## src/sv/dnsle_pkg.sv

```systemverilog
package dnsle_pkg;

  localparam int unsigned LenW      = 6;
  localparam int unsigned AddrW     = LenW + 1;
  localparam int unsigned MAX_LABEL = 63;

  localparam logic [7:0] CHAR_DOT = 8'd46;
  localparam logic [7:0] CHAR_END = 8'd0;

  typedef struct packed {
    logic            bank;
    logic [LenW-1:0] len;
    logic            ending;
    logic            ovf;
  } cmd_t;

  typedef struct packed {
    logic             we;
    logic [AddrW-1:0] addr;
    logic [7:0]       data;
  } wr_req_t;

endpackage

```

## src/sv/dns_name_label_encoder_core.sv

```systemverilog
// A closing dot or zero character enters the command queue; its length byte is loaded into
// the output register when the replay unit and the result side are free; each label byte
// follows through a store read and an output load. Throughput: one character per cycle
// is accepted until two closed labels wait for replay; these steps set the sustained
// rate. Reset clears all control state at once; the label store is not cleared and is only
// read at entries written within the same label.
module dns_name_label_encoder_core #(
  parameter int unsigned MaxLabel = dnsle_pkg::MAX_LABEL
) (
  input  logic       clk_i,
  input  logic       rst_ni,
  input  logic       in_valid_i,
  output logic       in_ready_o,
  input  logic [7:0] name_char_i,
  output logic       out_valid_o,
  input  logic       out_ready_i,
  output logic [7:0] out_byte_o,
  output logic       last_of_run_o,
  output logic       end_of_name_o,
  output logic       label_overflow_o
);
  import dnsle_pkg::*;

  cmd_t             push_data;
  cmd_t             head;
  wr_req_t          wr;
  logic             push;
  logic             pop;
  logic             q_empty;
  logic             q_full;
  logic [AddrW-1:0] raddr;
  logic [7:0]       rdata;

  dnsle_front #(
    .MaxLabel(MaxLabel)
  ) u_front (
    .clk_i       (clk_i),
    .rst_ni      (rst_ni),
    .in_valid_i  (in_valid_i),
    .in_ready_o  (in_ready_o),
    .name_char_i (name_char_i),
    .q_full_i    (q_full),
    .push_o      (push),
    .push_data_o (push_data),
    .wr_o        (wr)
  );

  dnsle_cmd_fifo u_fifo (
    .clk_i       (clk_i),
    .rst_ni      (rst_ni),
    .push_i      (push),
    .push_data_i (push_data),
    .pop_i       (pop),
    .head_o      (head),
    .empty_o     (q_empty),
    .full_o      (q_full)
  );

  dnsle_store u_store (
    .clk_i   (clk_i),
    .wr_i    (wr),
    .raddr_i (raddr),
    .rdata_o (rdata)
  );

  dnsle_back u_back (
    .clk_i            (clk_i),
    .rst_ni           (rst_ni),
    .cmd_i            (head),
    .q_empty_i        (q_empty),
    .pop_o            (pop),
    .raddr_o          (raddr),
    .rdata_i          (rdata),
    .out_valid_o      (out_valid_o),
    .out_ready_i      (out_ready_i),
    .out_byte_o       (out_byte_o),
    .last_of_run_o    (last_of_run_o),
    .end_of_name_o    (end_of_name_o),
    .label_overflow_o (label_overflow_o)
  );

endmodule

```

## src/sv/dnsle_store.sv

```systemverilog
module dnsle_store (
  input  logic                           clk_i,
  input  dnsle_pkg::wr_req_t             wr_i,
  input  logic [dnsle_pkg::AddrW-1:0]    raddr_i,
  output logic [7:0]                     rdata_o
);
  import dnsle_pkg::*;

  localparam int unsigned Depth = 1 << AddrW;

  logic [7:0] mem_q [Depth];
  logic [7:0] rdata_q;

  always_ff @(posedge clk_i) begin
    if (wr_i.we) begin
      mem_q[wr_i.addr] <= wr_i.data;
    end
    rdata_q <= mem_q[raddr_i];
  end

  assign rdata_o = rdata_q;

endmodule

```

## src/sv/dnsle_cmd_fifo.sv

```systemverilog
module dnsle_cmd_fifo (
  input  logic            clk_i,
  input  logic            rst_ni,
  input  logic            push_i,
  input  dnsle_pkg::cmd_t push_data_i,
  input  logic            pop_i,
  output dnsle_pkg::cmd_t head_o,
  output logic            empty_o,
  output logic            full_o
);
  import dnsle_pkg::*;

  cmd_t       entry_q [2];
  logic       wr_ptr_q, wr_ptr_d;
  logic       rd_ptr_q, rd_ptr_d;
  logic [1:0] count_q, count_d;

  always_comb begin
    wr_ptr_d = wr_ptr_q;
    rd_ptr_d = rd_ptr_q;
    count_d  = count_q;
    if (push_i) begin
      wr_ptr_d = ~wr_ptr_q;
    end
    if (pop_i) begin
      rd_ptr_d = ~rd_ptr_q;
    end
    if (push_i && !pop_i) begin
      count_d = count_q + 2'd1;
    end else if (pop_i && !push_i) begin
      count_d = count_q - 2'd1;
    end
  end

  always_ff @(posedge clk_i or negedge rst_ni) begin
    if (!rst_ni) begin
      wr_ptr_q <= 1'b0;
      rd_ptr_q <= 1'b0;
      count_q  <= 2'd0;
    end else begin
      wr_ptr_q <= wr_ptr_d;
      rd_ptr_q <= rd_ptr_d;
      count_q  <= count_d;
    end
  end

  always_ff @(posedge clk_i) begin
    if (push_i) begin
      entry_q[wr_ptr_q] <= push_data_i;
    end
  end

  assign head_o  = entry_q[rd_ptr_q];
  assign empty_o = (count_q == 2'd0);
  assign full_o  = (count_q == 2'd2);

`ifndef ASSERT_OFF
  assert property (@(posedge clk_i) disable iff (!rst_ni) push_i |-> !full_o)
    else $error("Label command pushed into a full queue.");
  assert property (@(posedge clk_i) disable iff (!rst_ni) pop_i |-> !empty_o)
    else $error("Label command popped from an empty queue.");
`endif

endmodule

```

## src/sv/dnsle_front.sv

```systemverilog
module dnsle_front #(
  parameter int unsigned MaxLabel = dnsle_pkg::MAX_LABEL
) (
  input  logic                clk_i,
  input  logic                rst_ni,
  input  logic                in_valid_i,
  output logic                in_ready_o,
  input  logic [7:0]          name_char_i,
  input  logic                q_full_i,
  output logic                push_o,
  output dnsle_pkg::cmd_t     push_data_o,
  output dnsle_pkg::wr_req_t  wr_o
);
  import dnsle_pkg::*;

  localparam logic [LenW-1:0] MaxLen = LenW'(MaxLabel);

  logic [LenW-1:0] count_q, count_d;
  logic            ovf_q, ovf_d;
  logic            bank_q, bank_d;
  logic            accept;
  logic            closing;

  assign in_ready_o = !q_full_i;
  assign accept     = in_valid_i && in_ready_o;
  assign closing    = (name_char_i == CHAR_DOT) || (name_char_i == CHAR_END);

  always_comb begin
    count_d            = count_q;
    ovf_d              = ovf_q;
    bank_d             = bank_q;
    push_o             = 1'b0;
    push_data_o.bank   = bank_q;
    push_data_o.len    = count_q;
    push_data_o.ending = (name_char_i == CHAR_END);
    push_data_o.ovf    = ovf_q;
    wr_o.we            = 1'b0;
    wr_o.addr          = {bank_q, count_q};
    wr_o.data          = name_char_i;
    if (accept) begin
      if (closing) begin
        push_o  = 1'b1;
        count_d = '0;
        ovf_d   = 1'b0;
        bank_d  = ~bank_q;
      end else if (count_q < MaxLen) begin
        wr_o.we = 1'b1;
        count_d = count_q + LenW'(1);
      end else begin
        ovf_d = 1'b1;
      end
    end
  end

  always_ff @(posedge clk_i or negedge rst_ni) begin
    if (!rst_ni) begin
      count_q <= '0;
      ovf_q   <= 1'b0;
      bank_q  <= 1'b0;
    end else begin
      count_q <= count_d;
      ovf_q   <= ovf_d;
      bank_q  <= bank_d;
    end
  end

`ifndef ASSERT_OFF
  assert property (@(posedge clk_i) disable iff (!rst_ni) count_q <= MaxLen)
    else $error("Label count exceeds the maximum label length.");
  assert property (@(posedge clk_i) disable iff (!rst_ni)
    push_o |=> (count_q == '0) && !ovf_q && (bank_q != $past(bank_q)))
    else $error("Label state not cleared after a label was closed.");
`endif

endmodule

```

## src/sv/dnsle_back.sv

```systemverilog
module dnsle_back (
  input  logic             clk_i,
  input  logic             rst_ni,
  input  dnsle_pkg::cmd_t  cmd_i,
  input  logic             q_empty_i,
  output logic             pop_o,
  output logic [dnsle_pkg::AddrW-1:0] raddr_o,
  input  logic [7:0]       rdata_i,
  output logic             out_valid_o,
  input  logic             out_ready_i,
  output logic [7:0]       out_byte_o,
  output logic             last_of_run_o,
  output logic             end_of_name_o,
  output logic             label_overflow_o
);
  import dnsle_pkg::*;

  localparam logic [1:0] ST_HEAD  = 2'd0;
  localparam logic [1:0] ST_FETCH = 2'd1;
  localparam logic [1:0] ST_DATA  = 2'd2;

  logic [1:0]      state_q, state_d;
  logic [LenW-1:0] idx_q, idx_d;
  logic [LenW-1:0] idx_nxt;
  logic            out_free;
  logic            load;
  logic            valid_q, valid_d;
  logic [7:0]      byte_q, byte_d;
  logic            last_q, last_d;
  logic            end_q, end_d;
  logic            ovf_q, ovf_d;

  assign out_free = !valid_q || out_ready_i;
  assign idx_nxt  = idx_q + LenW'(1);
  assign raddr_o  = {cmd_i.bank, idx_q};

  always_comb begin
    state_d = state_q;
    idx_d   = idx_q;
    pop_o   = 1'b0;
    load    = 1'b0;
    byte_d  = byte_q;
    last_d  = last_q;
    end_d   = end_q;
    ovf_d   = ovf_q;
    unique case (state_q)
      ST_HEAD: begin
        if (!q_empty_i && out_free) begin
          load   = 1'b1;
          byte_d = {2'b00, cmd_i.len};
          last_d = (cmd_i.len == '0);
          end_d  = cmd_i.ending && (cmd_i.len == '0);
          ovf_d  = cmd_i.ovf;
          idx_d  = '0;
          if (cmd_i.len == '0) begin
            pop_o = 1'b1;
          end else begin
            state_d = ST_FETCH;
          end
        end
      end
      ST_FETCH: begin
        state_d = ST_DATA;
      end
      ST_DATA: begin
        if (out_free) begin
          load   = 1'b1;
          byte_d = rdata_i;
          last_d = (idx_nxt == cmd_i.len);
          end_d  = cmd_i.ending && (idx_nxt == cmd_i.len);
          ovf_d  = cmd_i.ovf;
          idx_d  = idx_nxt;
          if (idx_nxt == cmd_i.len) begin
            pop_o   = 1'b1;
            state_d = ST_HEAD;
          end else begin
            state_d = ST_FETCH;
          end
        end
      end
      default: begin
        state_d = ST_HEAD;
      end
    endcase
  end

  always_comb begin
    valid_d = valid_q;
    if (load) begin
      valid_d = 1'b1;
    end else if (out_ready_i) begin
      valid_d = 1'b0;
    end
  end

  always_ff @(posedge clk_i or negedge rst_ni) begin
    if (!rst_ni) begin
      state_q <= ST_HEAD;
      idx_q   <= '0;
      valid_q <= 1'b0;
    end else begin
      state_q <= state_d;
      idx_q   <= idx_d;
      valid_q <= valid_d;
    end
  end

  always_ff @(posedge clk_i) begin
    byte_q <= byte_d;
    last_q <= last_d;
    end_q  <= end_d;
    ovf_q  <= ovf_d;
  end

  assign out_valid_o      = valid_q;
  assign out_byte_o       = byte_q;
  assign last_of_run_o    = last_q;
  assign end_of_name_o    = end_q;
  assign label_overflow_o = ovf_q;

`ifndef ASSERT_OFF
  assert property (@(posedge clk_i) disable iff (!rst_ni)
    (state_q == ST_FETCH || state_q == ST_DATA) |-> !q_empty_i && (idx_q < cmd_i.len))
    else $error("Label byte replay runs past the label length.");
  assert property (@(posedge clk_i) disable iff (!rst_ni)
    pop_o |-> load && last_d)
    else $error("Label command retired without its final byte.");
`endif

endmodule

```

## config.mk

```make
export PLATFORM = sky130hd
export DESIGN_NAME = dns_name_label_encoder_core
export DESIGN_NICKNAME = d
export VERILOG_FILES = /design/src/sv/dnsle_pkg.sv /design/src/sv/dns_name_label_encoder_core.sv /design/src/sv/dnsle_store.sv /design/src/sv/dnsle_cmd_fifo.sv /design/src/sv/dnsle_front.sv /design/src/sv/dnsle_back.sv
export SDC_FILE = /design/constraint.sdc
export NUM_CORES = 1
export LEC_CHECK = 0
export BUFFER_PORTS_ARGS = -buffer_cell sky130_fd_sc_hd__buf_4
export CAP_MARGIN = 20
export CORE_MARGIN = 2
export CORE_UTILIZATION = 45
export DETAILED_ROUTE_END_ITERATION = 16
export PLACE_DENSITY = 0.61
export REMOVE_ABC_BUFFERS = 1
export SYNTH_ARGS = -nofsm -noshare
export SYNTH_HDL_FRONTEND = slang
export SYNTH_SLANG_ARGS = --single-unit
```

## constraint.sdc

```tcl
create_clock -name clk_i -period 4.7 [get_ports clk_i]
set_input_delay 0.235 -clock clk_i [delete_from_list [all_inputs] [get_ports clk_i]]
set_output_delay 0.235 -clock clk_i [all_outputs]
set_load 0.03 [all_outputs]
```

# Word level (Yosys, flattened, before mapping)
# Memory sizes are Yosys's and may differ from the RTL's. A register that Yosys moved wholly into a read port is not among the register bits.
# Cells that the tools add are included.
# op_classes
add_sub_neg,4
n_mux,45
order_cmp,1
n_eq_ne,9
bitwise,3
reduce_logical,26
# ops
op,count
1-bit 2-to-1 mux,26
6-bit 2-to-1 mux,4
8-bit 2-to-1 mux,2
8-bit one-hot mux with 2 select lines,1
"6-bit by 1-bit adder with 6-bit output, second input constant",2
6-bit one-hot mux with 2 select lines,1
2-bit 2-to-1 mux,5
1-bit one-hot mux with 2 select lines,5
"8-bit by 6-bit == test with 1-bit output, second input constant",1
8-bit zero test,1
2-bit nonzero test,4
6-bit == test,1
1-bit logical AND,6
6-bit zero test,1
"6-bit < comparator, second input constant",1
"2-bit by 1-bit inequality test with 1-bit output, second input constant",3
2-bit one-hot mux with 3 select lines,1
2-bit AND reduction,3
3-bit AND reduction,2
1-bit zero test,5
"2-bit == test, second input constant",2
2-bit zero test,2
1-bit inverter,3
"2-bit by 1-bit adder with 2-bit output, second input constant",1
other kinds (4),5
# word_totals
ram_bits,1042
out_inout_bits,13
regBits,32
wordCells,103
in_bits,12
n_memories,2
# memory_table
memory,words,word_bits,rd,rd_clocked_by_memory_dff,wr,line_no,rtl
u_store.mem_q,128,8,1,1,1,dnsle_store.sv:11,logic [7:0] mem_q [Depth];
u_fifo.entry_q,2,9,1,0,1,dnsle_cmd_fifo.sv:13,cmd_t entry_q [2];

# Longest topological paths before layout
# Gate-level depths: netlist (run 1).
# logic_depth
word_depth,8
ltp_mapped,13
ltp_nobuf,10

# Hierarchy
# From an unflattened synthesis (run 1), not the netlist that was laid out.
# unflattened
cells_unflattened,1848
area_unflattened_um2,42150.4
# by_module_without_submodules
mod,seq_area_each_um2,instances,cells_each,area_per_inst_um2
dnsle_store,30909.6,1,1635,39665.5
dnsle_back,555.5,1,108,1071.0
dnsle_cmd_fifo,640.6,1,44,842.1
dnsle_front,200.2,1,61,571.8

# Worst setup path after synthesis (run 1)
# OpenSTA, ideal clock, no wires.
# synth_timing
path_kind,register -> register
startpoint,reg u_front.count_q[4]
endpoint,mem u_store.mem_q[97][0] (enable)
required_time_ps,4330
synth_period_minus_slack_ps,2838
slack_ps,1862
setup_ps,370
stages_incl_launch_ff,9
arrival_time_ps,2467
n_path_buf,3
cell_sequence,dfrtp_1 and2_1 clkbuf_1 and4_4 or3_1 or4b_1 buf_2 buf_6 nor2_1
# synth_via
elab_chain_len,6
# synth_rtl
item,line_no,rtl
start: declaration,dnsle_front.sv:18,"logic [LenW-1:0] count_q, count_d;"
start signal: assignment,dnsle_front.sv:61,count_q <= count_d;
6-bit < comparator,dnsle_front.sv:46,end else if (count_q < MaxLen) begin
1-bit 2-to-1 mux,dnsle_front.sv:46,
1-bit 2-to-1 mux,dnsle_front.sv:41,if (closing) begin
1-bit 2-to-1 mux,dnsle_front.sv:40,if (accept) begin
1-bit 2-to-1 mux,dnsle_store.sv:15,if (wr_i.we) begin
1-bit 2-to-1 mux (not written as such),dnsle_store.sv:16,mem_q[wr_i.addr] <= wr_i.data;
end: declaration,dnsle_store.sv:11,
# Several ways; a longest one is shown, not always the timed one.

==> reports/results.txt, run 1 <==
H-Tree Depth: 3
chip width: 310 um
final hold violation count: 0
#FFs+latches synth: 1082
Slew @ Worst Pin: 1190 ps
WL/cell: 28.6 um
core area: 0.0929 mm^2
fillers: 7227
Final Wtd Congestion: 0.843
gr usage total: 0.202
Post-Synthesis Cell Area: 0.0421 mm^2
Vias/cell: 5.80
sequential fraction of the synthesis area: 0.768
ys async rst share: 0.0194
P_leak: 0.0146 uW
Mapped Avg Cell Area: 22.6 um^2
first-pass GRT wire length: 138000 um
Clock transition at path regs: 60 ps
CTS Buf Count: 110
root buf cell: clkbuf_16
DIE AREA: 0.0959 mm^2
Max Freq: 272 MHz
Seq. cell area: 0.0323 mm^2
fin crit period: 3670 ps
slowest cell delay on critical path: 830 ps
area leader, netlist: edfxtp_1
Synth cell types: 46
Worst Skew: 29.2 ps
total number of placement rows: 112
Routed WL: 95000 um
cells along the critical path: buf_12 > buf_12 > mux4_2 > mux4_2 > mux2_2 > o22ai_1 > a221oi_1
Crit Path Max Fanout: 43
CTS tree: built
clk buf depth: 3
Ys Warns: 0
antenna violations before repair: 1
buffer count from post-CTS setup fixing: 0
critical setup path kind: flip-flop to flip-flop
outcome: finished clean
layout cells sized above 1: 0.299
Yosys top cell area share: 0.752
pins over their slew limit: 0
largest cells by area after synthesis: edfxtp_1, mux4_2, nor2_1
# Max-Cap Violations: 0
slowest CP cell: dfrtp_4
power per cell area: 532 mW/mm^2
hold_ws: 52.5 ps
Iteration-0 DRC Markers: 2319
Synth-to-Final Area Change: 13.5%
worst skew pair latency: 690 ps
CP Buf/Inv Count: 2
RSZ-0062 raised after global routing: no
crit end category: flip-flop
Die H: 310 um
Top FF cell, synth: edfxtp_1
VDD IR-drop max: 0.000416 V
HPWL Detailed: 58500 um
Worst Path Required: 5220 ps
Port Buffer Count: 24
Post-synth EDFFs: 1053
post-CTS sizing: 0
Cells after Synth: 1863
Final Core Density: 0.514
Antenna Nets Post-Route: 0
critical path launch point type: flip-flop
Crit path arrival time: 4200 ps
# DRC: 0
clk sinks: 1082
Slew HR: 0.205
Largest delay share family, worst path: multiplexers
largest net degree at the start of global routing: 97
Final Cycle Share: 0.782
number of global-route vias before repair: 19500
via count: 19200
io pins: 25
pre-CTS WS: 1040 ps
Initial Util: 0.453
# setup viols final: 0
total gr overflow: 0
post-route worst setup slack: 1030 ps
fin nets: 1991
multi-input gate area in the final layout: 0.00925 mm^2
HP Class: input pin to flip-flop
First-pass DRT Iterations: 5
## worst register-to-register path: stages (launching register included)
cell and delay, ps:
dfrtp_4 830, buf_12 420, buf_12 320, mux4_2 560, mux4_2 530, mux2_2 340, o22ai_1 410, a221oi_1 110
## sequential cells by signal, indices dropped and copies added, names as in the netlist, 2 cells and up
register	cells
u_fifo.entry_q	18
u_store.mem_q	1024
u_back.state_q	2
u_front.count_q	6
u_back.idx_q	6
u_fifo.count_q	2
u_store.rdata_o	8
u_back.out_byte_o	8
## layout make-up
| class | count | area share |
|---|---|---|
| Clock inverter | 76 | 0.0178 |
| Timing Repair Buffer | 103 | 0.0187 |
| Tap cell | 1254 | 0.0329 |
| Multi-Input combinational cell | 674 | 0.194 |
| Antenna cell | 1 | 0.0000524 |
| Sequential cell | 1082 | 0.677 |
| Inverter | 5 | 0.000393 |
| Clock buffer | 125 | 0.0593 |
## final timing paths
check | startpoint | endpoint | slack (ps) | depth (start not counted)
min in group asynchronous | rst_ni | u_front.count_q[0] | 80 | 2
max in group asynchronous | rst_ni | u_back.idx_q[4] | 4340 | 2
min reg2reg | u_store.rdata_o[7] | u_back.out_byte_o[7] | 500 | 1
max reg2reg | u_back.idx_q[0] | u_store.rdata_o[3] | 1030 | 7
max | u_back.idx_q[0] | u_store.rdata_o[3] | 1030 | 7
min | name_char_i[6] | u_fifo.entry_q[0][1] | 50 | 3
## through the flow
| step | power (uW) | instances | setup TNS [ps] | cell area (um^2) |
|---|---|---|---|---|
| after floorplan | 14500 | 1761 | -133580 | 41600 |
| after global placement | 16800 | 3109 | 0 | 44000 |
| after detailed placement | 16800 | 3111 | 0 | 44000 |
| after CTS | 25700 | 3315 | 0 | 47700 |
| after global routing | 26300 | 3319 | 0 | 47700 |
| final | 25400 | 3320 | 0 | 47700 |
## synth_stat cells, types with 2 or more instances
master,number
mux2_2,19
nand2b_1,4
and2_1,4
edfxtp_1,1053
dfrtp_1,21
ha_1,3
nor3_1,2
clkbuf_1,47
nand3b_1,2
and3_1,5
nor2b_1,7
xor2_1,6
buf_6,6
xnor2_1,8
buf_1,11
mux4_2,320
dfxtp_1,8
mux2i_1,25
nor2_1,153
a221oi_1,8
buf_2,34
nand4b_1,3
nand3_1,9
or3_1,3
o21ai_0,17
nand4_1,5
nor4_1,4
nand2_1,28
inv_1,5
o22ai_1,9
buf_4,4
or4b_1,2
a21oi_1,12
or4_1,3
or2_2,2
## kinds of logic (layout without fill, tap and decap cells)
| group | after synthesis | after routing | synth area share |
|---|---|---|---|
| flops | 1082 | 1082 | 0.768 |
| mux | 364 | 364 | 0.182 |
| simple gates | 238 | 238 | 0.0250 |
| buf+inv | 107 | 309 | 0.0120 |
| compound gates | 54 | 54 | 0.00809 |
| xor+xnor | 15 | 15 | 0.00345 |
| fa+ha+maj | 3 | 3 | 0.000893 |
| other cells | 0 | 1 | 0 |
## routing by layer
layer  GRT usage  vias up  wire [um]
met1       0.288    10400      40100
met3      0.0298      136       5290
li1            -     8087          -
met4      0.0595        2       2370
met2       0.327      635      47200
met5           0        -         13
## what timing repair did
action,in CTS,in global routing
endpoints found under the hold margin,26,0
setup endpoints to repair,0,0
hold buffers,3,0
## cells in the final DEF (no fill, tap or decap), types with 16 or more instances in the layout
cell and n:
edfxtp_1 1053, bufinv_16 18, dfrtp_1 16, o21ai_0 17, buf_4 89, clkinv_1 19, clkbuf_16 111, mux2_2 19
mux4_2 320, clkinv_2 26, nand2_1 28, nor2_1 153, mux2i_1 25
## power by group
part           switching [uW]  internal [uW]  total [uW]
Sequential                334          10900       11200
Clock                    3560           5290        8860
Combinational            2770           2570        5340
(Power assumes the default switching activity.)
==> inputs of run 2 (changes only) <==
--- a/config.mk
+++ b/config.mk
@@ -5,6 +5,7 @@
 export SDC_FILE = /design/constraint.sdc
 export NUM_CORES = 1
 export LEC_CHECK = 0
+export ABC_AREA = 1
 export BUFFER_PORTS_ARGS = -buffer_cell sky130_fd_sc_hd__buf_4
 export CAP_MARGIN = 20
 export CORE_MARGIN = 2
==> constraint.sdc (replaced) <==
create_clock -name clk_i -period 3.8 [get_ports clk_i]
set_input_delay 0.19 -clock clk_i [delete_from_list [all_inputs] [get_ports clk_i]]
set_output_delay 0.19 -clock clk_i [all_outputs]
set_load 0.03 [all_outputs]
==> run 2 against run 1 <==
Effect of this change:
- clock power is 22% higher
- count of clock-buffer cells in the layout grew 9
- setup slack got worse by 180 ps
- final cell count grew 55%
- power increased by 33%
- global-route usage is 2.1 points higher
- critical endpoint is now u_store.mem_q[53][5]
- worst hold slack improved by 35 ps
- critical path type unchanged
- largest power group unchanged
- register-to-register slack got worse by 180 ps
- fmax increased by 25%
- flip-flop and latch count is the same
==> reports/results.txt, run 2 <==
io pins: 25 (unchanged)
Worst Path Required: 4120 ps (-1100 ps)
Post-Synthesis Cell Area: 0.0443 mm^2 (+5.3%)
post-CTS sizing: 0 (unchanged)
root buf cell: clkbuf_16
path depth of the worst reg2reg path: 10 (+3)
final total power: 33700 uW (+33%)
RSZ-0062 raised after global routing: no
most frequent cells after synthesis: nand2_1, edfxtp_1, nand3_1
worst skew pair latency: 690 ps (about the same)
Die H: 318 um (+2.6%)
pre-CTS WS: 832 ps (-212 ps)
Worst R2R Setup Slack: 850 ps (-180 ps)
Slew HR: 0.289 (+0.0838)
Final Cycle Share: 0.776 (-0.00517)
via count: 28400 (+48%)
Top FF cell, synth: edfxtp_1
Crit Path Max Fanout: 16 (-63%)
post-route worst setup slack: 849 ps (-177 ps)
first-pass GRT wire length: 170000 um (+23%)
core area: 0.0980 mm^2 (+5.5%)
Clock transition at path regs: 60 ps (about the same)
# Max-Cap Violations: 0 (unchanged)
P_leak: 0.0175 uW (+20%)
layout cells sized above 1: 0.0786 (-0.220)
top-count cell post-synth: nand2_1
critical path launch point type: flip-flop
final hold violation count: 0 (unchanged)
largest cells by area after synthesis: edfxtp_1, nand2_1, nand3_1
Synth Area in XOR/XNOR: 0.00198 (-0.00147)
Crit path arrival time: 3270 ps (-930 ps)
CTS tree: built
crit end category: flip-flop
Post-Synth Simple-Gate Area: 0.232 (+0.207)
post-synthesis mux area share: 0.000226 (-0.182)
Vias/cell: 5.51 (-4.9%)
Final Wtd Congestion: 0.856 (+1.5%)
gr usage total: 0.223 (+0.0207)
# setup viols final: 0 (unchanged)
hold_ws: 87.9 ps (+35.4 ps)
Synth-to-Final Area Change: 11.6%
Worst Skew: 26.3 ps (-2.88 ps)
Slew @ Worst Pin: 1070 ps (-121 ps)
total number of placement rows: 115 (+2.7%)
CTS Buf Count: 109 (-0.91%)
#FFs+latches synth: 1082 (unchanged)
number of global-route vias before repair: 27400 (+40%)
buffer count from post-CTS setup fixing: 0 (unchanged)
most common cell after layout, fill and taps aside: nand2_1
power per cell area: 681 mW/mm^2 (+28%)
VDD IR-drop max: 0.000423 V (+1.8%)
Ys Warns: 0 (unchanged)
First-pass DRT Iterations: 6 (+1)
clk sinks: 1082 (unchanged)
fin nets: 3791 (+90%)
pins over their slew limit: 0 (unchanged)
Post-synth EDFFs: 1053 (unchanged)
max FFs per register: 1024 (unchanged)
Iteration-0 DRC Markers: 2988 (+29%)
Compound-Gate Fraction of Synth Area: 0.00449 (-0.00360)
critical setup path kind: flip-flop to flip-flop
hold-fix buffers at CTS: 8 (+5)
area leader, netlist: edfxtp_1
Cells after Synth: 3790 (+100%)
H-Tree Depth: 3 (unchanged)
chip width: 318 um (+2.6%)
ys async rst share: 0.0194 (unchanged)
sequential fraction of the synthesis area: 0.730 (-0.0385)
outcome: finished clean
Max Freq: 339 MHz (+25%)
Routed WL: 114000 um (+20%)
Initial Util: 0.452 (-0.000796)
Yosys top cell area share: 0.714 (-0.0377)
fin crit period: 2950 ps (-723 ps)
DIE AREA: 0.101 mm^2 (+5.2%)
total gr overflow: 0 (unchanged)
Final Core Density: 0.504 (-0.00936)
Synth cell types: 37 (-20%)
largest family of logic cells by synthesized area: simple AND/OR/NAND/NOR gates
Mapped Avg Cell Area: 11.7 um^2 (-48%)
Top reg by flops: u_store.mem_q
HPWL Detailed: 65700 um (+12%)
WL/cell: 22.1 um (-23%)
Synth Area in Adders: 0.000848 (-0.0000448)
largest net degree at the start of global routing: 150 (+55%)
# DRC: 0 (unchanged)
Port Buffer Count: 24 (unchanged)
Antenna Nets Post-Route: 0 (unchanged)
commonest cells after routing, fill and taps aside: nand2_1, edfxtp_1, nand3_1, nor2_1, clkbuf_16
HP Class: input pin to flip-flop
hold path cells: 5 (+2)
largest registers: u_store.mem_q x1024, u_fifo.entry_q x18
clk buf depth: 3 (unchanged)
antenna violations before repair: 1 (unchanged)
run 2: cells by family after synthesis:
logic type               count (synthesis)
adder cells (fa/ha/maj)                  3
buffers and inverters                  278
AND/OR/NAND/NOR                       2381
AO/OA/AOI/OAI                           35
multiplexers                             1
flip-flops                            1082
XOR/XNOR                                10
run 2: layer usage:
layer	routed length (um)	vias up	share of wire	global-route usage
met2	54100	1014	0.48	0.365
met3	7200	204	0.063	0.0290
li1	-	13300	-	-
met5	0	-	0	0
met1	48800	13900	0.43	0.308
met4	3760	0	0.033	0.0762
run 2: worst max-delay path, cell delays in order, from the launching register on:
cell and delay (ps):
dfrtp_1 490, ha_1 270, nand2_2 90, nor2_1 70
nand2_2 60, nand2_2 70, nor2_4 210, buf_4 240
nand4_2 80, buf_4 320, nor2_1 660
run 2: power breakdown:
part,internal (uW),switching (uW)
sequential,13500,298
clock,6350,4490
combinational,2400,6630
run 2: through the flow:
step,std cells,instance area (um^2),setup TNS (ps)
after floorplan,3554,43100,-279370
after global placement,4941,45600,0
after detailed placement,4941,45600,0
after CTS,5153,49300,0
after global routing,5156,49400,0
final,5157,49400,0
run 2: layout make-up:
type	instances	area, um^2
inverters	42	175
repair buffers	111	1080
diodes	1	2.50
well taps	1287	1610
fillers	8443	48600
clock inverters	70	706
flip-flops and latches	1082	32300
clock buffers	134	2920
multi-input cells	2430	10600
run 2: path summary, 6_finish.rpt:
check                                   startpoint                    to
worst max-delay path            u_front.count_q[0]  u_store.mem_q[53][5]
worst min-delay path                    in_valid_i         u_front.ovf_q
worst max register to register  u_front.count_q[0]  u_store.mem_q[53][5]
worst min register to register       u_front.ovf_q  u_fifo.entry_q[0][0]
max in group asynchronous                   rst_ni       u_back.idx_q[2]
min in group asynchronous                   rst_ni         u_front.ovf_q
